**src/radial_profile_histogram_defines.svh**
```systemverilog
// ----------------------------------------------------------------------------
// radial_profile_histogram_defines.svh
// Assertion macros used by the radial profile histogram RTL.
// ----------------------------------------------------------------------------
`ifndef RADIAL_PROFILE_HISTOGRAM_DEFINES_SVH
`define RADIAL_PROFILE_HISTOGRAM_DEFINES_SVH

// Same-cycle implication, disabled while in reset.
`define RPH_ASSERT_IMP(lbl, clk, rst_n, ante, cons) \
  lbl: assert property (@(posedge clk) disable iff (!rst_n) (ante) |-> (cons)) \
    else $error("rph assertion failed");

// Next-cycle implication, disabled while in reset.
`define RPH_ASSERT_NXT(lbl, clk, rst_n, ante, cons) \
  lbl: assert property (@(posedge clk) disable iff (!rst_n) (ante) |=> (cons)) \
    else $error("rph assertion failed");

`endif

```
**src/rph_divider.sv**
```systemverilog
// ----------------------------------------------------------------------------
// rph_divider
// Restoring divider, one quotient bit per cycle.
// ----------------------------------------------------------------------------
module rph_divider #(
  parameter int DVD_W = 49,
  parameter int DVS_W = 17
) (
  input  logic             clk,
  input  logic             rst_n,
  input  logic             start,
  input  logic [DVD_W-1:0] dividend,
  input  logic [DVS_W-1:0] divisor,
  output logic             done,
  output logic [DVD_W-1:0] quotient
);

  localparam int STEP_W = $clog2(DVD_W + 1);

  logic [DVD_W-1:0]  q_r;
  logic [DVS_W-1:0]  rem_r;
  logic [DVS_W-1:0]  dvs_r;
  logic [STEP_W-1:0] step_r;
  logic              busy_r;
  logic              done_r;

  logic [DVS_W:0] rem_t;
  logic           ge;

  always_comb begin
    rem_t = {rem_r, q_r[DVD_W-1]};
    ge    = rem_t >= {1'b0, dvs_r};
  end

  always_ff @(posedge clk) begin
    if (!rst_n) begin
      busy_r <= 1'b0;
      done_r <= 1'b0;
      step_r <= '0;
    end else begin
      done_r <= 1'b0;
      if (start) begin
        busy_r <= 1'b1;
        step_r <= '0;
        q_r    <= dividend;
        rem_r  <= '0;
        dvs_r  <= divisor;
      end else if (busy_r) begin
        rem_r  <= ge ? DVS_W'(rem_t - {1'b0, dvs_r}) : DVS_W'(rem_t);
        q_r    <= {q_r[DVD_W-2:0], ge};
        step_r <= step_r + 1'b1;
        if (step_r == STEP_W'(DVD_W - 1)) begin
          busy_r <= 1'b0;
          done_r <= 1'b1;
        end
      end
    end
  end

  assign done     = done_r;
  assign quotient = q_r;

endmodule

```
**config.mk**
```make
export PLATFORM = sky130hd
export DESIGN_NAME = rph_divider
export DESIGN_NICKNAME = d
export VERILOG_FILES = /design/src/radial_profile_histogram_defines.svh /design/src/rph_divider.sv
export SDC_FILE = /design/constraint.sdc
export NUM_CORES = 1
export LEC_CHECK = 0
export BUFFER_PORTS_ARGS = -buffer_cell sky130_fd_sc_hd__buf_2
export CAP_MARGIN = 20
export CELL_PAD_IN_SITES_DETAIL_PLACEMENT = 0
export CELL_PAD_IN_SITES_GLOBAL_PLACEMENT = 1
export CORE_MARGIN = 1
export CORE_UTILIZATION = 46
export CTS_CLUSTER_DIAMETER = 80
export CTS_CLUSTER_SIZE = 25
export DETAILED_ROUTE_END_ITERATION = 10
export GPL_TIMING_DRIVEN = 0
export PLACE_DENSITY = 0.84
export SYNTH_ARGS = -nofsm -noshare
export SYNTH_HDL_FRONTEND = slang
export SYNTH_SLANG_ARGS = --single-unit
```
**constraint.sdc**
```tcl
create_clock -name clk -period 8.11 [get_ports clk]
set_input_delay 2.0275 -clock clk [delete_from_list [all_inputs] [get_ports clk]]
set_output_delay 2.0275 -clock clk [all_outputs]
set_load 0.05 [all_outputs]
```
==> After elaboration in Yosys (flattened, before gate mapping) <==
Cells that the tools add are included.
{ "op_classes": {"add_sub_neg": 2, "n_mul": 0, "n_div": 0, "order_cmp": 1, "n_eq_ne": 1, "n_shift": 0, "muxes": 8, "n_bitwise": 2, "n_reduce_logical": 5} }
{ "op_table": {"columns": ["op", "count"], "rows": [
  ["2-to-1 mux 49 bit", 2],
  ["2-to-1 mux 17 bit", 2],
  ["greater-or-equal comparator 18 x 17 -> 1 bit", 1],
  ["subtractor 17 bit", 1],
  ["adder 6 x 1 -> 6 bit (second input constant)", 1],
  ["equality test 6 bit (second input constant)", 1],
  ["2-to-1 mux 1 bit", 4],
  ["AND reduction 2 bit", 2],
  ["OR reduction 3 bit", 1],
  ["NOT 1 bit", 2],
  ["nonzero test 2 bit", 1],
  ["OR reduction 2 bit", 1]
]} }
{ "totals": {"regBits": 91, "latchBits": 0, "ram_bits": 0, "romBits": 0, "in_bits": 69, "output_inout_bits": 50, "wordCells": 25, "memories": 0} }

==> Longest topological paths before layout <==
{ "depth": {"word_depth": 4, "ltp_mapped": 11, "ltp_nobuf": 10} }

==> Worst setup path before layout <==
Ideal clock, no wire load.
{ "synth_timing": {"kind": "input-to-reg", "from": "input port start", "to": "register q_r[0], in the netlist quotient[0], enable pin", "setup_time_ps": 430, "t_arrival_ps": 4118, "required_ps": 7680, "path_slack_ps": 3562, "path_stages": 3, "path_buffers": 2, "path_cell_list": "clkbuf_1 > clkbuf_1 > o21a_1"} }
{ "synth_between": {"elab_chain_len": 2} }
{ "synth_rtl": {"columns": ["item", "line", "rtl"], "rows": [
  ["start: declaration", "rph_divider.sv:11", "input logic start,"],
  ["nonzero test 2 bit (no line)", null, null],
  ["AND reduction 2 bit (no line)", null, null],
  ["end signal: assignment", "rph_divider.sv:45", "q_r <= dividend;"],
  ["end signal: assignment", "rph_divider.sv:50", "q_r <= {q_r[DVD_W-2:0], ge};"],
  ["end: declaration", "rph_divider.sv:20", "logic [DVD_W-1:0] q_r;"]
]} }
Every way passes these cells.
A chain may end at the register's enable or synchronous reset.

==> Final worst setup path <==
{ "layout_timing": {"from": "input port start", "to": "register q_r[23], in the netlist quotient[23], enable pin"} }
The elaborated chain is that of the path after synthesis.

==> flow_summary_export.csv <==
group,metric,value,unit
finish,final_common_cell,"buf_2",
critical_path,crit_chain,"clkbuf_1, clkbuf_1, o21a_4",
finish,fin_cells,652,
power_and_ir_drop,ir_drop,0.000134,V
sta,fmax,274,MHz
global_routing,grt_pass1_vias,3582,
critical_path,rrSetupSlack,4.90,ns
clocking,numCtsBuffers,9,
finish,antenna_cells,0,
logic_synthesis,ys.warnings.count,0,
critical_path,cp.depth,3,
route,routedWlPerCell,16.8,um
sta,relSlewSlack,35.9,%
placed_design,io_buffers,117,
route,drtAntennaViolNets,0,
worst_hold_path,min_from,"step_r[5]",
critical_path,cp_data_arrival_time,3.63,ns
finish,area_growth,19.5,%
finish,fillers,863,
critical_path,critPathTopFamily,"compound AO/OA/AOI/OAI gates",
finish,layout-drive-gt1-share,38.0,%
logic_synthesis,synth_flop_cell,"edfxtp_1",
finish,multi_input_area,0.00191,sq mm
power_and_ir_drop,p_switching,0.000372,W
global_routing,grt_overflow,0,
global_routing,grt_max_degree,68,
finish,seq_area,0.00265,sq mm
clocking,h-tree-depth,3,
critical_path,critPathBufInv,2,
clocking,clock-root-buffer,"clkbuf_8",
power_and_ir_drop,powerDensity,201,mW/mm^2
logic_synthesis,yosysSeqAreaShare,55.6,%
power_and_ir_drop,seqPwrFrac,49.8,%
critical_path,critPathLaunchType,"input port",
route,wl,10900,um
logic_synthesis,syn_inst,386,
critical_path,endpoint_kind,"register",
route,vias,3552,
worst_hold_path,hold_end,"step_r[5]",
route,drc_errors,0,
critical_path,startpoint,"start",
critical_path,reg2reg_to,"quotient[0]",
logic_synthesis,netlist_area,0.00477,sq mm
worst_hold_path,holdPathStages,2,
critical_path,r2r_cells,10,
critical_path,critPathKind,"input port to register",
power_and_ir_drop,clockPowerShare,24.4,%
critical_path,crit_fanout,67,
clocking,cts_resized,0,
sta,finalCritPeriodShare,44.9,%
power_and_ir_drop,cellLeakagePower,2.26,nW
placed_design,place_inst,636,
finish,nets,603,
placed_design,dp.final_hpwl,7910,um
critical_path,path_common_cell,"clkbuf_1",
sta,hold_viol,0,
floorplan,fp-row-count,36,
critical_path,crit_path_top_delay_cell,"o21a_4",
global_routing,track_usage,20.9,%
floorplan,die_y,104,um
floorplan,dieWidth,104,um
route,drt_first_pass_iters,7,
global_routing,antenna_found_initial,1,
clocking,cts.sinks,91,
clocking,cts_tree,"done",
power_and_ir_drop,internal_power,0.000776,W
sta,period_minus_slack,3.64,ns
logic_synthesis,avgSynthCellArea,12.4,sq um
floorplan,core_area,0.00991,sq mm
clocking,cts_setup_buffers,0,
sta,fin_tns_setup,0,ns
sta,tightest_slew,0.961,ns
logic_synthesis,ys_seq_elements,91,
logic_synthesis,synth_edf_count,83,
worst_hold_path,hold_path_class,"register to register",
clocking,postCtsHoldBufs,0,
floorplan,die_area,0.0108,sq mm
sta,grt_setup_unrepaired,"false",
clocking,insertion_delay,0.37,ns
floorplan,start_util,48.1,%
power_and_ir_drop,pwr-share-comb,25.8,%
global_routing,grt_pass1_wl,17600,um
sta,finClkSkew,0.0132,ns
power_and_ir_drop,switching_share,32.4,%
clocking,cts_buffer_depth,2,
job,drv_cap,0,
clocking,clk_pin_slew,0.09,ns
route,via_per_inst,5.45,
critical_path,max_stage_delay,0.79,ns
logic_synthesis,synth-async-reset-ratio,0,%
sta,slew_viol_final,0,
logic_synthesis,synth_cell_types,46,
floorplan,io_pins,119,
critical_path,r2r-start,"quotient[48]",
placed_design,place_congestion,0.825,
route,drtIter0Drc,215,
finish,final_cell_mix,"118 x buf_2, 83 x edfxtp_1, 49 x mux2_2",
logic_synthesis,synth_fp_nets,475,
critical_path,crit_required,8.10,ns
sta,setup_viol,0,
outcome,status,"completed",
[Yosys cell counts, types with 2 or more instances]
master    number  share of area, %
mux2i_1        2              0.42
o21bai_1       2              0.31
clkbuf_1       8              0.63
edfxtp_1      83                52
a41oi_1        2              0.37
nor3_1         8              0.84
a211oi_1       5              0.79
o211ai_1       7               1.1
nand2_1       15               1.2
buf_4          3              0.47
o21a_1         6              0.94
xor2_1         4              0.73
a21oi_1       35               3.7
o22ai_1        2              0.26
clkbuf_2       3              0.31
nand2b_1       5              0.66
a21o_1         2              0.31
dfxtp_1        8               3.4
mux2_2        49                12
inv_1         24               1.9
ha_1          19               5.0
nand3_1       20               2.1
or3_1          3              0.39
xnor2_1        9               1.7
nor2_1        15               1.2
and3_1         3              0.39
buf_6          3              0.71
nand4_1        5              0.66
o21ai_0       18               1.9
a31oi_1        2              0.26
[metal layers]
layer	wire length, um	vias to the layer above	track usage (%)
met5	0	-	0
met4	212	0	10.9
met3	904	14	6.17
met2	5030	142	32.1
met1	4780	1683	26.7
li1	-	1713	-
[state kept, by name (all words and copies together), names as in the netlist]
register  cells
done          1
step_r        6
dvs_r        17
busy_r        1
quotient     49
rem_r        17
[how the worst max path moves through the flow]
stage | end | slack (ns)
final | quotient[23] | 4.47
after CTS | dvs_r[0] | 4.41
after floorplan | quotient[0] | 3.56
after global routing | dvs_r[5] | 4.32
after detailed placement | dvs_r[7] | 4.01
after global placement | quotient[37] | 2.61
[cell type report]
cell class,count,share of cell area [%]
sequential,91,46.5
multi-input combinational,251,33.4
timing repair buffer,117,10.3
tap,133,2.92
buffer,20,2.28
clock buffer,10,2.24
inverter,24,1.58
clock inverter,6,0.724
[worst register-to-register path: cells and delay by family, from the launching register on]
family | cells | cell delay (ns)
compound gates | 4 | 1.31
flops | 1 | 0.43
mux | 1 | 0.34
buf+inv | 2 | 0.14
fa+ha+maj | 2 | 0.55
simple gates | 1 | 0.23
[per-stage QoR]
step / util (%) / power (W) / hold WS, ns / area, sq um / setup slack, ns
floorplan: - / 0.000800 / 0.458 / 4770 / 3.56
global route: 57.5 / 0.00120 / 0.536 / 5700 / 4.32
CTS: 57.5 / 0.00115 / 0.497 / 5700 / 4.41
finish: 57.5 / 0.00115 / 0.499 / 5700 / 4.47
global placement: 55.7 / 0.000871 / 0.471 / 5520 / 2.61
detailed placement: 55.8 / 0.000876 / 0.483 / 5530 / 4.01
[kinds of logic (layout without fill, tap and decap cells)]
logic type	count (synthesis)	in the layout	synth area share, %
flops	91	91	55.6
compound gates	88	88	11.7
simple gates	79	79	8.29
mux	51	51	12.0
buf+inv	44	177	4.62
fa+ha+maj	20	20	5.40
xor+xnor	13	13	2.39
[power groups by stage]
stage	clock network, W	logic (W)	registers [W]
2_1_floorplan	0	0.000166	0.000634
4_1_cts	0.000284	0.000296	0.000572
6_report	0.000281	0.000296	0.000571
3_5_place_dp	0	0.000294	0.000582
3_3_place_gp	0	0.000289	0.000582
5_1_grt	0.000300	0.000323	0.000576
Power figures use the tool's default switching activity.
