==> src/radial_profile_histogram_defines.svh <==
// ----------------------------------------------------------------------------
// radial_profile_histogram_defines.svh
// Assertion macros used by the radial profile histogram RTL.
// ----------------------------------------------------------------------------
`ifndef RADIAL_PROFILE_HISTOGRAM_DEFINES_SVH
`define RADIAL_PROFILE_HISTOGRAM_DEFINES_SVH

// Same-cycle implication, disabled while in reset.
`define RPH_ASSERT_IMP(lbl, clk, rst_n, ante, cons) \
  lbl: assert property (@(posedge clk) disable iff (!rst_n) (ante) |-> (cons)) \
    else $error("rph assertion failed");

// Next-cycle implication, disabled while in reset.
`define RPH_ASSERT_NXT(lbl, clk, rst_n, ante, cons) \
  lbl: assert property (@(posedge clk) disable iff (!rst_n) (ante) |=> (cons)) \
    else $error("rph assertion failed");

`endif

==> src/rph_isqrt.sv <==
// ----------------------------------------------------------------------------
// rph_isqrt
// Iterative integer square root, one root bit per cycle.
// ----------------------------------------------------------------------------
module rph_isqrt #(
  parameter int ROOT_W = 20
) (
  input  logic                  clk,
  input  logic                  rst_n,
  input  logic                  start,
  input  logic [2*ROOT_W-1:0]   radicand,
  output logic                  done,
  output logic [ROOT_W-1:0]     root
);

  localparam int STEP_W = $clog2(ROOT_W + 1);

  logic [2*ROOT_W-1:0] rad_r;
  logic [ROOT_W:0]     rem_r;
  logic [ROOT_W-1:0]   root_r;
  logic [STEP_W-1:0]   step_r;
  logic                busy_r;
  logic                done_r;

  logic [ROOT_W+2:0] rem_t;
  logic [ROOT_W+2:0] trial;
  logic              ge;

  always_comb begin
    rem_t = {rem_r, rad_r[2*ROOT_W-1 -: 2]};
    trial = {1'b0, root_r, 2'b01};
    ge    = rem_t >= trial;
  end

  always_ff @(posedge clk) begin
    if (!rst_n) begin
      busy_r <= 1'b0;
      done_r <= 1'b0;
      step_r <= '0;
    end else begin
      done_r <= 1'b0;
      if (start) begin
        busy_r <= 1'b1;
        step_r <= '0;
        rad_r  <= radicand;
        rem_r  <= '0;
        root_r <= '0;
      end else if (busy_r) begin
        rad_r  <= {rad_r[2*ROOT_W-3:0], 2'b00};
        rem_r  <= ge ? (ROOT_W+1)'(rem_t - trial) : (ROOT_W+1)'(rem_t);
        root_r <= {root_r[ROOT_W-2:0], ge};
        step_r <= step_r + 1'b1;
        if (step_r == STEP_W'(ROOT_W - 1)) begin
          busy_r <= 1'b0;
          done_r <= 1'b1;
        end
      end
    end
  end

  assign done = done_r;
  assign root = root_r;

endmodule

==> config.mk <==
export PLATFORM = sky130hd
export DESIGN_NAME = rph_isqrt
export DESIGN_NICKNAME = d
export VERILOG_FILES = /design/src/radial_profile_histogram_defines.svh /design/src/rph_isqrt.sv
export SDC_FILE = /design/constraint.sdc
export NUM_CORES = 1
export LEC_CHECK = 0
export BUFFER_PORTS_ARGS = -buffer_cell sky130_fd_sc_hd__buf_2
export CAP_MARGIN = 0
export CORE_AREA = 4 4 92 94
export CTS_BUF_LIST = sky130_fd_sc_hd__clkbuf_2 sky130_fd_sc_hd__clkbuf_4 sky130_fd_sc_hd__clkbuf_8
export DETAILED_ROUTE_END_ITERATION = 6
export DIE_AREA = 0 0 96 98
export GPL_ROUTABILITY_DRIVEN = 0
export PLACE_DENSITY_LB_ADDON = 0.3
export SKIP_CTS_REPAIR_TIMING = 1
export SYNTH_ARGS = -nofsm -noshare
export SYNTH_HDL_FRONTEND = slang
export SYNTH_SLANG_ARGS = --single-unit
==> constraint.sdc <==
create_clock -name clk -period 7.95 [get_ports clk]
set_input_delay 1.9875 -clock clk [delete_from_list [all_inputs] [get_ports clk]]
set_output_delay 1.9875 -clock clk [all_outputs]
set_load 0.01 [all_outputs]
# Yosys cells after proc, flatten, opt, wreduce, memory -nomap -nowiden
# Index checks and enable logic that the tools add are counted.
dict set report word_totals {
  ff_bits 88
  in_bits 43
  out_inout_bits 21
  wordCells 25
}
dict set report op_classes {
  addsub 2
  n_lt_le_gt_ge 1
  n_eq_ne 1
  n_mux 9
  bitwise_logic 2
  reduce_logical 4
}
# cell count
set ops {}
lappend ops {{$mux W40} 2}
lappend ops {{$mux W21} 2}
lappend ops {{$ge A23 B22 Y1} 1}
lappend ops {{$sub A21 B21 Y21} 1}
lappend ops {{$mux W20} 1}
lappend ops {{$add A5 B1 Y5 const B} 1}
lappend ops {{$eq A5 B5 Y1 const B} 1}
lappend ops {{$mux W1} 4}
lappend ops {{$reduce_or A3 Y1} 1}
lappend ops {{$not A1 Y1} 2}
lappend ops {{$reduce_and A2 Y1} 1}
lappend ops {{$reduce_bool A2 Y1} 1}
lappend ops {{$reduce_or A2 Y1} 1}

# Logic depth before layout (Yosys ltp)
# Gate-level depths: netlist of the first run.
dict set report depth {
  ltp_word 4
  mapped_depth 11
  ltp_nobuf 9
}

# Worst setup path before layout of the first run
# OpenSTA, ideal clock, no wires.
dict set report synth_timing {
  path_kind {input port to flip-flop}
  from {in start}
  to {reg rad_r[0], enable pin}
  setup_ns 0.446
  arrival_ns 4.113
  t_required_ns 7.504
  setup_slack_ns 3.391
  cell_stages 2
  n_path_buf 1
  cell_sequence {clkbuf_1 > o21a_1}
}
dict set report synth_via {
  elab_chain_len 2
}
# item line_no
set synth_lines {}
lappend synth_lines {{from (decl)} rph_isqrt.sv:10} ;# input logic start,
lappend synth_lines {{$reduce_bool A2 Y1 (no source line)} -}
lappend synth_lines {{$reduce_and A2 Y1 (no source line)} -}
lappend synth_lines {{to (signal assigned)} rph_isqrt.sv:45} ;# rad_r <= radicand;
lappend synth_lines {{to (signal assigned)} rph_isqrt.sv:49} ;# rad_r <= {rad_r[2*ROOT_W-3:0], 2'b00};
lappend synth_lines {{to (decl)} rph_isqrt.sv:18} ;# logic [2*ROOT_W-1:0] rad_r;
# No other way between the ends.
# A chain may end at the register's enable or synchronous reset.

# Final worst setup path of the first run
dict set report layout_timing {
  from {in start}
  to {reg root_r[2] (netlist: root[2]), enable pin}
}
dict set report layout_via {
  elab_chain_len 2
}
# item line_no
set layout_lines {}
lappend layout_lines {{$reduce_bool A2 Y1 (no source line)} -}
lappend layout_lines {{$reduce_and A2 Y1 (no source line)} -}
lappend layout_lines {{to (signal assigned)} rph_isqrt.sv:51} ;# root_r <= {root_r[ROOT_W-2:0], ge};
lappend layout_lines {{to (decl)} rph_isqrt.sv:20} ;# logic [ROOT_W-1:0] root_r;
# No other way between the ends.

==> implementation parameters, run 1 <==
Parameter                              Value

Status
  Status ... finished clean

Route
  Uppermost layer routed ... met4
  Routed len/inst ... about 15 um
  Final WL ... 8720 um
  Average via count per standard cell ... 5.69
  Via Count ... 3,218
  Routed Antenna Nets ... 0
  Drt pass-1 iters ... 4
  Length of routed met3 wiring ... about 550 um
  Count of routing violations after the opening detailed-route iteration ... 142
  Length of routed met2 wiring ... 4240 um
  Routed met1 length ... between 3000 and 4000 um
  Post-route DRC violation count ... 0

Power and ir drop
  Maximum VDD drop ... 0.129 mV
  Pwr dens ... 210 mW/mm2
  Static Leakage ... 2.16 nW

Floorplan
  Num rows ... 32
  Die footprint ... 0.00941 mm2
  Total core area ... 0.00765 mm2
  I/O pins ... 64
  Starting Density ... 62.4%
  Height of the die ... a little under 100 um
  Die width ... 96 um

Finish
  Proportion of layout cells with a drive suffix above 1 ... approximately 27%
  Antenna diode count ... 0
  Commonest non-fill, non-tap cells in the layout ... sky130_fd_sc_hd__edfxtp_1 (81), sky130_fd_sc_hd__buf_2 (63), sky130_fd_sc_hd__nor2_1 (50), sky130_fd_sc_hd__mux2_2 (38), sky130_fd_sc_hd__inv_1 (29)
  Final nets ... 525
  Final core utilization ... a little over two thirds
  Area taken by multi-input logic gates ... roughly 0.0020 mm2
  Non-filler cells, final ... 566
  Count of fill cells added during filler insertion ... 575
  Area delta synth->final ... 11.8%
  Storage element area ... 0.00257 mm2
  Post-layout instance area ... 0.00534 mm2
  Most common cell after layout, fill and taps aside ... sky130_fd_sc_hd__edfxtp_1

Timing
  Final number of max-transition violations ... 0
  Clock skew ... about 0.011 ns
  Worst Tran Pin Value ... 1.08 ns
  Crit share post-route ... between 40% and 50%
  Highest attainable clock frequency ... roughly 300 MHz
  Unrepaired setup endpoints after global routing ... false
  Time the worst path needs with I/O delays and setup ... 3.36 ns
  Relative max-transition margin ... 28.2%
  Worst hold slack across all endpoints ... 0.509 ns
  Final hold violation count ... 0
  Sum of negative setup slack ... 0 ns
  Number of setup violations in the final report ... 0

Clock network
  Number of buffers created by CTS ... 9
  Clock sink total ... 88
  Worst-case clock buffer depth ... 2
  H-tree depth ... 3
  TritonCTS clock tree ... done
  Root buf cell ... sky130_fd_sc_hd__clkbuf_8
  Clock-pin slew on the worst setup and hold paths ... 0.10 ns
  Clk Latency, worst-skew pair ... 0.37 ns

Synthesis
  Netlist cell types ... a little over 50
  Number of enable-type register cells in the synthesized netlist ... 81
  Syn Inst Count ... 402
  Synthesized Nets ... 468
  Warning count from the yosys run ... 0
  Post-Syn Area per Cell ... 11.9 um2
  Share of flip-flops with an asynchronous set or reset ... 0%
  Register area share after synthesis ... 53.9%
  Register bit total from synthesis ... 88
  Top_reg_cell synth ... sky130_fd_sc_hd__edfxtp_1
  Post-Syn Area ... ~0.0048 mm2

Global routing
  Global-route wire length before repair ... 14,400 um
  Grt total ovfl ... 0
  Overall routing resource usage ... 19.7%
  Antenna violations before repair ... 0
  Via count of the first global-routing pass ... 3,139
  Maximum number of pins on one net before global-route repair ... 83

Worst setup path
  Critical path's top delay family ... compound AO/OA/AOI/OAI gates
  Crit path max-delay cell type ... sky130_fd_sc_hd__o21a_4
  CP Launch Type ... input pin
  Number of buffer and inverter instances along the worst setup path ... 1
  Critical Path End Type ... register
  Critical path data required time ... between 7 and 8 ns
  Crit path arrival time ... 3.36 ns
  Crit-path cells ... buf_2 -> o21a_4
  Largest stage delay on the critical path ... 0.91 ns
  Worst setup path class ... input pin to register
  Crit path max fanout ... 82

Worst hold path
  Worst hold path type ... register to register

Flow run
  Maximum Capacitance Violations ... 0

Place
  Half-perimeter wire length of the detailed placement result ... 6110 um
  Placed instance count ... 550
  Placement Cell Area ... 0.00514 mm2
  Count of input and output buffers ... 63
[power breakdown]
part           internal (mW)  switching (mW)  leakage (nW)
Sequential             0.549          0.0147         0.840
Combinational          0.110           0.137          1.22
Clock                  0.123           0.183        0.0970
Total                  0.783           0.335          2.16
[sequential cells by signal, indices dropped and copies added (netlist names)]
name    flops
root       20
done        1
busy_r      1
step_r      5
rem_r      21
rad_r      40
[through the flow]
stage               setup slack, ns  power, mW
floorplan                      3.39      0.766
global placement               4.19      0.812
detailed placement             4.16      0.820
CTS                            4.57       1.12
global route                   4.48       1.18
finish                         4.59       1.12
[logic make-up after synthesis]
family | Yosys count | synth area share [%]
compound gates | 67 | 9.99
flops | 88 | 53.9
simple gates | 105 | 10.3
xor+xnor | 19 | 3.49
fa+ha+maj | 23 | 6.03
mux | 53 | 12.1
buf+inv | 47 | 4.19
[layout make-up]
type,count,area share [%]
Clock inverter,7,1.36
Multi-Input combinational cell,267,37.6
Sequential cell,88,48.2
Tap cell,102,2.39
Clock buffer,9,2.32
Inverter,29,2.04
Timing Repair Buffer,64,6.05
[metal layers]
| metal | track usage, % | vias to the layer above |
|---|---|---|
| met5 | 0 | - |
| met4 | 9.08 | 0 |
| met3 | 4.47 | 13 |
| met2 | 31.4 | 105 |
| met1 | 25.4 | 1518 |
| li1 | - | 1582 |
[final timing paths]
check	startpoint	endpoint	slack (ns)	cells past startpoint
setup / recovery	start	root[2]$_SDFFCE_PP0P_	4.59	2
hold / removal	step_r[4]$_SDFFE_PP0P_	done$_SDFF_PP0_	0.51	2
setup reg to reg	root[1]$_SDFFCE_PP0P_	rem_r[13]$_SDFFCE_PP0P_	4.73	9
hold reg to reg	step_r[4]$_SDFFE_PP0P_	done$_SDFF_PP0_	0.51	2
[synthesized netlist by cell type (2+ instances only)]
cell | number | area [um2]
sky130_fd_sc_hd__clkbuf_1 | 14 | 52.6
sky130_fd_sc_hd__buf_6 | 3 | 33.8
sky130_fd_sc_hd__a211o_1 | 4 | 35.0
sky130_fd_sc_hd__a21boi_0 | 2 | 15.0
sky130_fd_sc_hd__nand2_1 | 15 | 56.3
sky130_fd_sc_hd__nand3_1 | 7 | 35.0
sky130_fd_sc_hd__nand4_1 | 5 | 31.3
sky130_fd_sc_hd__o21ai_1 | 7 | 35.0
sky130_fd_sc_hd__mux2_2 | 38 | 428
sky130_fd_sc_hd__dfxtp_1 | 7 | 140
sky130_fd_sc_hd__a31oi_1 | 2 | 12.5
sky130_fd_sc_hd__a21oi_1 | 17 | 85.1
sky130_fd_sc_hd__a21o_1 | 6 | 45.0
sky130_fd_sc_hd__o21ai_0 | 6 | 30.0
sky130_fd_sc_hd__nor2b_1 | 6 | 37.5
sky130_fd_sc_hd__nand2b_1 | 4 | 25.0
sky130_fd_sc_hd__mux2i_1 | 15 | 150
sky130_fd_sc_hd__inv_1 | 29 | 109
sky130_fd_sc_hd__o21a_1 | 3 | 22.5
sky130_fd_sc_hd__o31a_1 | 3 | 26.3
sky130_fd_sc_hd__xor2_1 | 7 | 61.3
sky130_fd_sc_hd__ha_1 | 23 | 288
sky130_fd_sc_hd__nor2_1 | 50 | 188
sky130_fd_sc_hd__edfxtp_1 | 81 | 2430
sky130_fd_sc_hd__xnor2_1 | 12 | 105
sky130_fd_sc_hd__and2_1 | 5 | 31.3
sky130_fd_sc_hd__o21bai_1 | 2 | 15.0
sky130_fd_sc_hd__nor3_1 | 6 | 30.0
No activity file was read; power rests on OpenSTA's default activity.
==> inputs of run 2 (changes only) <==
Settings changed: CORE_AREA 4 4 92 94 to 4 4 95 97, DIE_AREA 0 0 96 98 to 0 0 99 101.
Clock period 7.95 ns to 3.3 ns, I/O delays scaled along.
==> implementation parameters, run 2 (synthesis results as in run 1) <==
Parameter                              Value

Status
  Status ... finished clean

Finish
  Commonest non-fill, non-tap cells in the layout ... sky130_fd_sc_hd__edfxtp_1 (81), sky130_fd_sc_hd__buf_2 (63), sky130_fd_sc_hd__nor2_1 (50), sky130_fd_sc_hd__mux2_2 (38), sky130_fd_sc_hd__inv_1 (29)
  Post-layout instance area ... 0.00542 mm2 (+1.5%)
  Register with the most flip-flops ... rad_r
  Antenna diode count ... 0 (unchanged)
  Area delta synth->final ... 13.5%
  Proportion of layout cells with a drive suffix above 1 ... 27.6% (+0.62 points)
  Final nets ... 529 (+0.76%)
  Most common cell after layout, fill and taps aside ... sky130_fd_sc_hd__edfxtp_1
  Count of fill cells added during filler insertion ... 635 (+10%)
  Number of flip-flops under the largest register name ... 40 (unchanged)

Timing
  Worst Tran Pin Value ... 0.714 ns (-0.363 ns)
  Crit share post-route ... a little under nine tenths
  Highest attainable clock frequency ... 353 MHz
  Unrepaired setup endpoints after global routing ... false
  Slack of the critical path ... 0.464 ns (-4.13 ns)
  Clock skew ... 0.0125 ns (+0.00145 ns)
  Time the worst path needs with I/O delays and setup ... 2.84 ns
  Sum of negative setup slack ... 0 ns (unchanged)
  Number of setup violations in the final report ... 0 (unchanged)
  Final hold violation count ... 0 (unchanged)
  Relative max-transition margin ... 52.4% (+24 points)
  Worst hold slack across all endpoints ... 0.493 ns (-0.0163 ns)
  Final number of max-transition violations ... 0 (unchanged)

Power and ir drop
  Sw Ratio ... 28.0% (-2.0 points)
  Static Leakage ... 2.20 nW (+2.1%)
  Switching Power ... 0.796 mW (+140%)
  Clock network fraction of total power ... 30.8% (+3.4 points)
  Pwr dens ... 525 mW/mm2 (+150%)
  Maximum VDD drop ... 0.251 mV (+94%)
  Internal ... 2.05 mW (+160%)
  Part of the total power dissipated in combinational logic ... 21.4% (-0.8 points)
  Seq pwr share ... 47.8% (-2.6 points)

Global routing
  Global-route wire length before repair ... 15,600 um (+8.5%)
  Antenna violations before repair ... 0 (unchanged)
  Global-route track usage on met2 ... 32.3% (+0.90 points)
  Via count of the first global-routing pass ... 3,273 (+4.3%)
  Maximum number of pins on one net before global-route repair ... 65 (-22%)
  Grt total ovfl ... 0 (unchanged)
  Met1 Usage GRT ... 24.6% (-0.85 points)
  GR Util met3 ... 6.23% (+1.8 points)
  Overall routing resource usage ... 19.6% (-0.10 points)
  Top Usage Layer GRT ... met2

Place
  Worst-case setup slack after placement ... 0.513 ns (-3.65 ns)
  Half-perimeter wire length of the detailed placement result ... 6510 um (+6.6%)
  Count of input and output buffers ... 63 (unchanged)
  Placement Cell Area ... 0.00518 mm2 (+0.90%)

Worst setup path
  Worst setup path class ... register to register
  Worst reg2reg path depth ... 10 (+1)
  Flop-to-flop setup slack ... 0.46 ns (-4.27 ns)
  CP Launch Type ... register
  Critical path data required time ... 3.40 ns (-4.54 ns)
  Crit path arrival time ... 2.93 ns (-0.43 ns)
  Largest stage delay on the critical path ... 0.40 ns (-0.51 ns)
  Worst reg2reg path endpoint ... rem_r[16]$_SDFFCE_PP0P_
  Cell depth of the worst setup path ... 10 (+8)
  Number of buffer and inverter instances along the worst setup path ... 2 (+1)
  Crit-path cells ... inv_1 -> ha_1 -> o21a_1 -> o2bb2ai_2 -> a2111oi_2 -> or3_4 -> a21oi_4 -> buf_4 -> mux2i_1 -> nor2_1
  Crit path max-delay cell type ... sky130_fd_sc_hd__edfxtp_1
  Critical path's top delay family ... compound AO/OA/AOI/OAI gates
  Reg-to-Reg Start ... root[1]$_SDFFCE_PP0P_
  Critical Path End Type ... register
  Crit path max fanout ... 10 (-88%)

Clock network
  Clock sink total ... 88 (unchanged)
  TritonCTS clock tree ... done
  Root buf cell ... sky130_fd_sc_hd__clkbuf_8
  Number of buffers created by CTS ... 9 (unchanged)
  H-tree depth ... 3 (unchanged)
  Clock-pin slew on the worst setup and hold paths ... 0.10 ns (about the same)
  Clk Latency, worst-skew pair ... 0.37 ns (about the same)
  Worst-case clock buffer depth ... 2 (unchanged)

Floorplan
  Num rows ... 33 (+3.1%)
  Total core area ... 0.00813 mm2 (+6.4%)
  Height of the die ... 101 um (+3.1%)
  Starting Density ... 58.7% (-3.7 points)
  Die width ... 99 um (+3.1%)
  I/O pins ... 64 (unchanged)
  Die footprint ... 0.0100 mm2 (+6.3%)

Route
  Via Count ... 3,226 (+0.25%)
  Average via count per standard cell ... 5.63 (-0.98%)
  Routed Antenna Nets ... 0 (unchanged)
  Final WL ... 9170 um (+5.2%)
  Post-route DRC violation count ... 0 (unchanged)
  Count of routing violations after the opening detailed-route iteration ... 135 (-4.9%)
  Drt pass-1 iters ... 5 (+1)
  Routed len/inst ... 16.0 um (+3.9%)

Worst hold path
  Hold endpoint ... done$_SDFF_PP0_
  Worst Hold Depth ... 2 (unchanged)
  Worst hold path type ... register to register
  Start point of the worst hold path ... step_r[4]$_SDFFE_PP0P_

Flow run
  Maximum Capacitance Violations ... 0 (unchanged)
run 2: through the flow:
stage | util [%] | power (mW) | instances
5_1_grt | 66.6 | 2.99 | 573
2_1_floorplan | - | 1.84 | 402
6_report | 66.6 | 2.84 | 573
3_5_place_dp | 63.7 | 1.99 | 557
3_3_place_gp | 63.7 | 1.96 | 557
4_1_cts | 66.6 | 2.86 | 573
run 2: power groups by stage:
stage / registers, mW / clock network (mW) / logic [mW]
6_report: 1.36 / 0.875 / 0.609
3_3_place_gp: 1.38 / 0 / 0.582
3_5_place_dp: 1.38 / 0 / 0.605
4_1_cts: 1.36 / 0.889 / 0.611
5_1_grt: 1.37 / 0.945 / 0.680
2_1_floorplan: 1.38 / 0 / 0.466
run 2: area by class of cell:
class / count / area [um2] / area share, %
sequential: 88 / 2570 / 47.5
multi-input combinational: 267 / 2010 / 37.1
timing repair buffer: 68 / 365 / 6.75
clock buffer: 10 / 131 / 2.43
tap: 105 / 131 / 2.43
inverter: 29 / 109 / 2.01
clock inverter: 6 / 100 / 1.85
run 2: worst register-to-register path, stage by stage (launching register included):
cell and delay (ns):
sky130_fd_sc_hd__edfxtp_1 0.40, sky130_fd_sc_hd__inv_1 0.10, sky130_fd_sc_hd__ha_1 0.28, sky130_fd_sc_hd__o21a_1 0.23, sky130_fd_sc_hd__o2bb2ai_2 0.29, sky130_fd_sc_hd__a2111oi_2 0.13, sky130_fd_sc_hd__or3_4 0.37, sky130_fd_sc_hd__a21oi_4 0.23
sky130_fd_sc_hd__buf_4 0.25, sky130_fd_sc_hd__mux2i_1 0.22, sky130_fd_sc_hd__nor2_1 0.07
run 2: how the worst max path moves through the flow:
stage,start,to,slack (ns)
after floorplan,start,rad_r[0]$_SDFFCE_PN0P_,0.73
after global placement,root[3]$_SDFFCE_PP0P_,rem_r[6]$_SDFFCE_PP0P_,0.65
after detailed placement,root[1]$_SDFFCE_PP0P_,rem_r[16]$_SDFFCE_PP0P_,0.51
after CTS,root[1]$_SDFFCE_PP0P_,rem_r[16]$_SDFFCE_PP0P_,0.47
after global routing,root[1]$_SDFFCE_PP0P_,rem_r[16]$_SDFFCE_PP0P_,0.31
final,root[1]$_SDFFCE_PP0P_,rem_r[16]$_SDFFCE_PP0P_,0.46
run 2: metal layers:
metal | vias up | routed length, um
li1 | 1583 | -
met1 | 1526 | 3850
met2 | 100 | 4520
met3 | 17 | 657
met4 | 0 | 147
met5 | - | 0
==> inputs of run 3 (changes only) <==
Settings changed: ABC_AREA set to 1, CORE_AREA 4 4 95 97 to 4 4 99 101, DIE_AREA 0 0 99 101 to 0 0 103 105.
==> implementation parameters, run 3 <==
Parameter                              Value

Timing
  Final hold violation count ... 0 (unchanged)
  Clock skew ... 0.0175 ns (+0.00503 ns)
  Final number of max-transition violations ... 0 (unchanged)
  Time the worst path needs with I/O delays and setup ... 2.37 ns (-0.467 ns)
  Unrepaired setup endpoints after global routing ... false
  Number of setup violations in the final report ... 0 (unchanged)
  Highest attainable clock frequency ... 422 MHz (+20%)
  Sum of negative setup slack ... 0 ns (unchanged)
  Relative max-transition margin ... 56.6% (+4.2 points)
  Worst Tran Pin Value ... 0.650 ns (-0.0642 ns)
  Crit share post-route ... 71.8% (-14 points)
  Worst hold slack across all endpoints ... 0.510 ns (+0.0169 ns)

Synthesis
  Synthesized Nets ... 733 (+57%)
  Register area share after synthesis ... 48.5% (-5.5 points)
  Most common cell in the synthesized netlist ... sky130_fd_sc_hd__nand2_1
  Post-synth top area share ... 45.8% (-5.2 points)
  Top_reg_cell synth ... sky130_fd_sc_hd__edfxtp_1
  Register bit total from synthesis ... 88 (unchanged)
  Number of enable-type register cells in the synthesized netlist ... 81 (unchanged)
  Netlist cell types ... 35 (-31%)
  Share of flip-flops with an asynchronous set or reset ... 0% (unchanged)
  Post-Syn Area ... 0.00531 mm2 (+11%)
  Top cells by instance count after synthesis ... sky130_fd_sc_hd__nand2_1 (257), sky130_fd_sc_hd__inv_1 (91), sky130_fd_sc_hd__edfxtp_1 (81)
  Most area-consuming cells after synthesis ... sky130_fd_sc_hd__edfxtp_1 (46%), sky130_fd_sc_hd__nand2_1 (18%), sky130_fd_sc_hd__inv_1 (6.4%)
  Post-Syn Area per Cell ... 7.96 um2 (-33%)
  Syn Inst Count ... 667 (+66%)
  Warning count from the yosys run ... 0 (unchanged)
  Cell taking the most area after synthesis ... sky130_fd_sc_hd__edfxtp_1

Power and ir drop
  Part of the total power dissipated in combinational logic ... 23.9% (+2.5 points)
  Seq pwr share ... 46.8% (-1.0 points)
  Sw Ratio ... 30.8% (+2.8 points)
  Internal ... 2.00 mW (-2.1%)
  Design Power ... 2.89 mW (+1.8%)
  Maximum VDD drop ... 0.241 mV (-3.9%)
  Static Leakage ... 2.97 nW (+35%)
  Switching Power ... 0.891 mW (+12%)
  Pwr dens ... 485 mW/mm2 (-7.4%)
  Clock network fraction of total power ... 29.3% (-1.5 points)

Worst setup path
  Reg-to-Reg Start ... root[8]$_SDFFCE_PP0P_
  Critical Path End Type ... register
  Critical path's most frequent cell ... sky130_fd_sc_hd__nand2_1
  Start point of the critical path ... root[8]$_SDFFCE_PP0P_
  Crit path max-delay cell type ... sky130_fd_sc_hd__edfxtp_1
  Worst setup path class ... register to register
  Largest stage delay on the critical path ... 0.36 ns (-0.04 ns)
  Crit-path cells ... inv_1 -> ha_1 -> nand2_2 -> inv_1 -> nand2_1 -> nand2_1 -> nand2_1 -> nand2_1 -> nand2_1 -> nand4_4 -> inv_4 -> nor2_2 -> nor2_1
  Critical path data required time ... 3.51 ns (+0.11 ns)
  Crit path max fanout ... 26 (+16)
  CP Launch Type ... register
  Crit path arrival time ... 2.58 ns (-0.35 ns)

Clock network
  TritonCTS clock tree ... done
  Worst-case clock buffer depth ... 2 (unchanged)
  Clock-pin slew on the worst setup and hold paths ... 0.09 ns (about the same)
  Clock sink total ... 88 (unchanged)
  Clk Latency, worst-skew pair ... 0.36 ns (about the same)
  Root buf cell ... sky130_fd_sc_hd__clkbuf_8
  Number of buffers created by CTS ... 9 (unchanged)
  H-tree depth ... 3 (unchanged)

Finish
  Register with the most flip-flops ... rad_r
  Number of flip-flops under the largest register name ... 40 (unchanged)
  Commonest non-fill, non-tap cells in the layout ... sky130_fd_sc_hd__nand2_1 (257), sky130_fd_sc_hd__inv_1 (91), sky130_fd_sc_hd__edfxtp_1 (81), sky130_fd_sc_hd__nor2_1 (70), sky130_fd_sc_hd__buf_2 (63)
  Proportion of layout cells with a drive suffix above 1 ... 15.8% (-12 points)
  Most common cell after layout, fill and taps aside ... sky130_fd_sc_hd__nand2_1
  Area delta synth->final ... 12.3%
  Count of fill cells added during filler insertion ... 757 (+19%)
  Antenna diode count ... 0 (unchanged)
  Final nets ... 796 (+50%)

Flow run
  Maximum Capacitance Violations ... 0 (unchanged)

Global routing
  Global-route wire length before repair ... 18,600 um (+19%)
  Antenna violations before repair ... 0 (unchanged)
  Via count of the first global-routing pass ... 4,214 (+29%)
  Maximum number of pins on one net before global-route repair ... 43 (-34%)
  Overall routing resource usage ... 21.3% (+1.7 points)
  Grt total ovfl ... 0 (unchanged)

Route
  Drt pass-1 iters ... 4 (-1)
  Count of routing violations after the opening detailed-route iteration ... 248 (+84%)
  Routed len/inst ... 12.6 um (-21%)
  Post-route DRC violation count ... 0 (unchanged)
  Via Count ... 4,229 (+31%)
  Final WL ... 10,700 um (+16%)
  Routed Antenna Nets ... 0 (unchanged)
  Average via count per standard cell ... 5.00 (-11%)

Place
  Half-perimeter wire length of the detailed placement result ... 7880 um (+21%)
  Count of input and output buffers ... 63 (unchanged)

Worst hold path
  Start point of the worst hold path ... step_r[4]$_SDFFE_PP0P_
  Worst hold path type ... register to register

Floorplan
  Starting Density ... 58.8% (+0.18 points)
  Height of the die ... 105 um (+4.0%)
  I/O pins ... 64 (unchanged)
  Num rows ... 35 (+6.1%)
  Total core area ... 0.00902 mm2 (+11%)
  Die footprint ... 0.0108 mm2 (+8.2%)
  Die width ... 103 um (+4.0%)

Status
  Status ... finished clean
run 3: changes by cell type after synthesis, sizes merged, moves of 9 or more:
cell | before | now
mux2i | 15 | 0
nand3b | 0 | 9
o21ai | 13 | 4
nand3 | 7 | 22
inv | 29 | 94
nand2 | 15 | 265
mux2 | 38 | 0
nor2 | 50 | 84
o21bai | 2 | 15
xnor2 | 12 | 2
run 3: path summary, 6_finish.rpt:
path | slack [ns] | depth (start not counted) | end
max | 0.93 | 13 | rem_r[2]$_SDFFCE_PP0P_
min | 0.51 | 1 | step_r[4]$_SDFFE_PP0P_
max reg2reg | 0.93 | 13 | rem_r[2]$_SDFFCE_PP0P_
min reg2reg | 0.51 | 1 | step_r[4]$_SDFFE_PP0P_
run 3: per-stage QoR:
stage | instances | area, um2 | setup WS [ns] | utilization (%)
after floorplan | 667 | 5310 | 0.734 | -
after global routing | 846 | 5960 | 0.704 | 66.1
after detailed placement | 830 | 5740 | 0.954 | 63.6
after global placement | 830 | 5740 | 0.990 | 63.6
final | 846 | 5960 | 0.931 | 66.1
after CTS | 846 | 5960 | 0.936 | 66.1
run 3: per-layer routing:
| layer | wire (um) | GRT usage [%] | vias to the layer above |
|---|---|---|---|
| met2 | 5140 | 34.7 | 108 |
| met1 | 4890 | 28.1 | 1868 |
| met5 | 0 | 0 | - |
| met4 | 187 | 6.75 | 0 |
| met3 | 457 | 4.54 | 20 |
| li1 | - | - | 2233 |
run 3: critical path, delay by kind of cell, from the launching register on:
family,cells,cell delay [ns]
AND/OR/NAND/NOR,9,1.03
buffers and inverters,3,0.47
flip-flops,1,0.36
adder cells (fa/ha/maj),1,0.36
run 3: area by class of cell:
type	instances	area [um2]	area share, %
multi-input combinational	468	2300	38.5
tap	111	139	2.33
sequential	88	2570	43.2
inverter	94	355	5.96
clock buffer	9	124	2.08
timing repair buffer	69	373	6.26
clock inverter	7	98.8	1.66
run 3: kinds of logic after synthesis:
logic type / Yosys count / synth area share, %
AOI/OAI and AO/OA: 40 / 4.86
xor gates and xnor gates: 9 / 1.48
adders and majority gates: 23 / 5.42
buffers and inverters: 111 / 8.41
DFF: 88 / 48.5
and+or+nand+nor: 396 / 31.4
run 3: power groups by stage:
stage | registers (mW) | logic [mW] | clock network [mW]
final | 1.35 | 0.691 | 0.848
after global routing | 1.36 | 0.792 | 0.908
after CTS | 1.36 | 0.690 | 0.862
after detailed placement | 1.38 | 0.685 | 0
after global placement | 1.38 | 0.673 | 0
after floorplan | 1.38 | 0.526 | 0
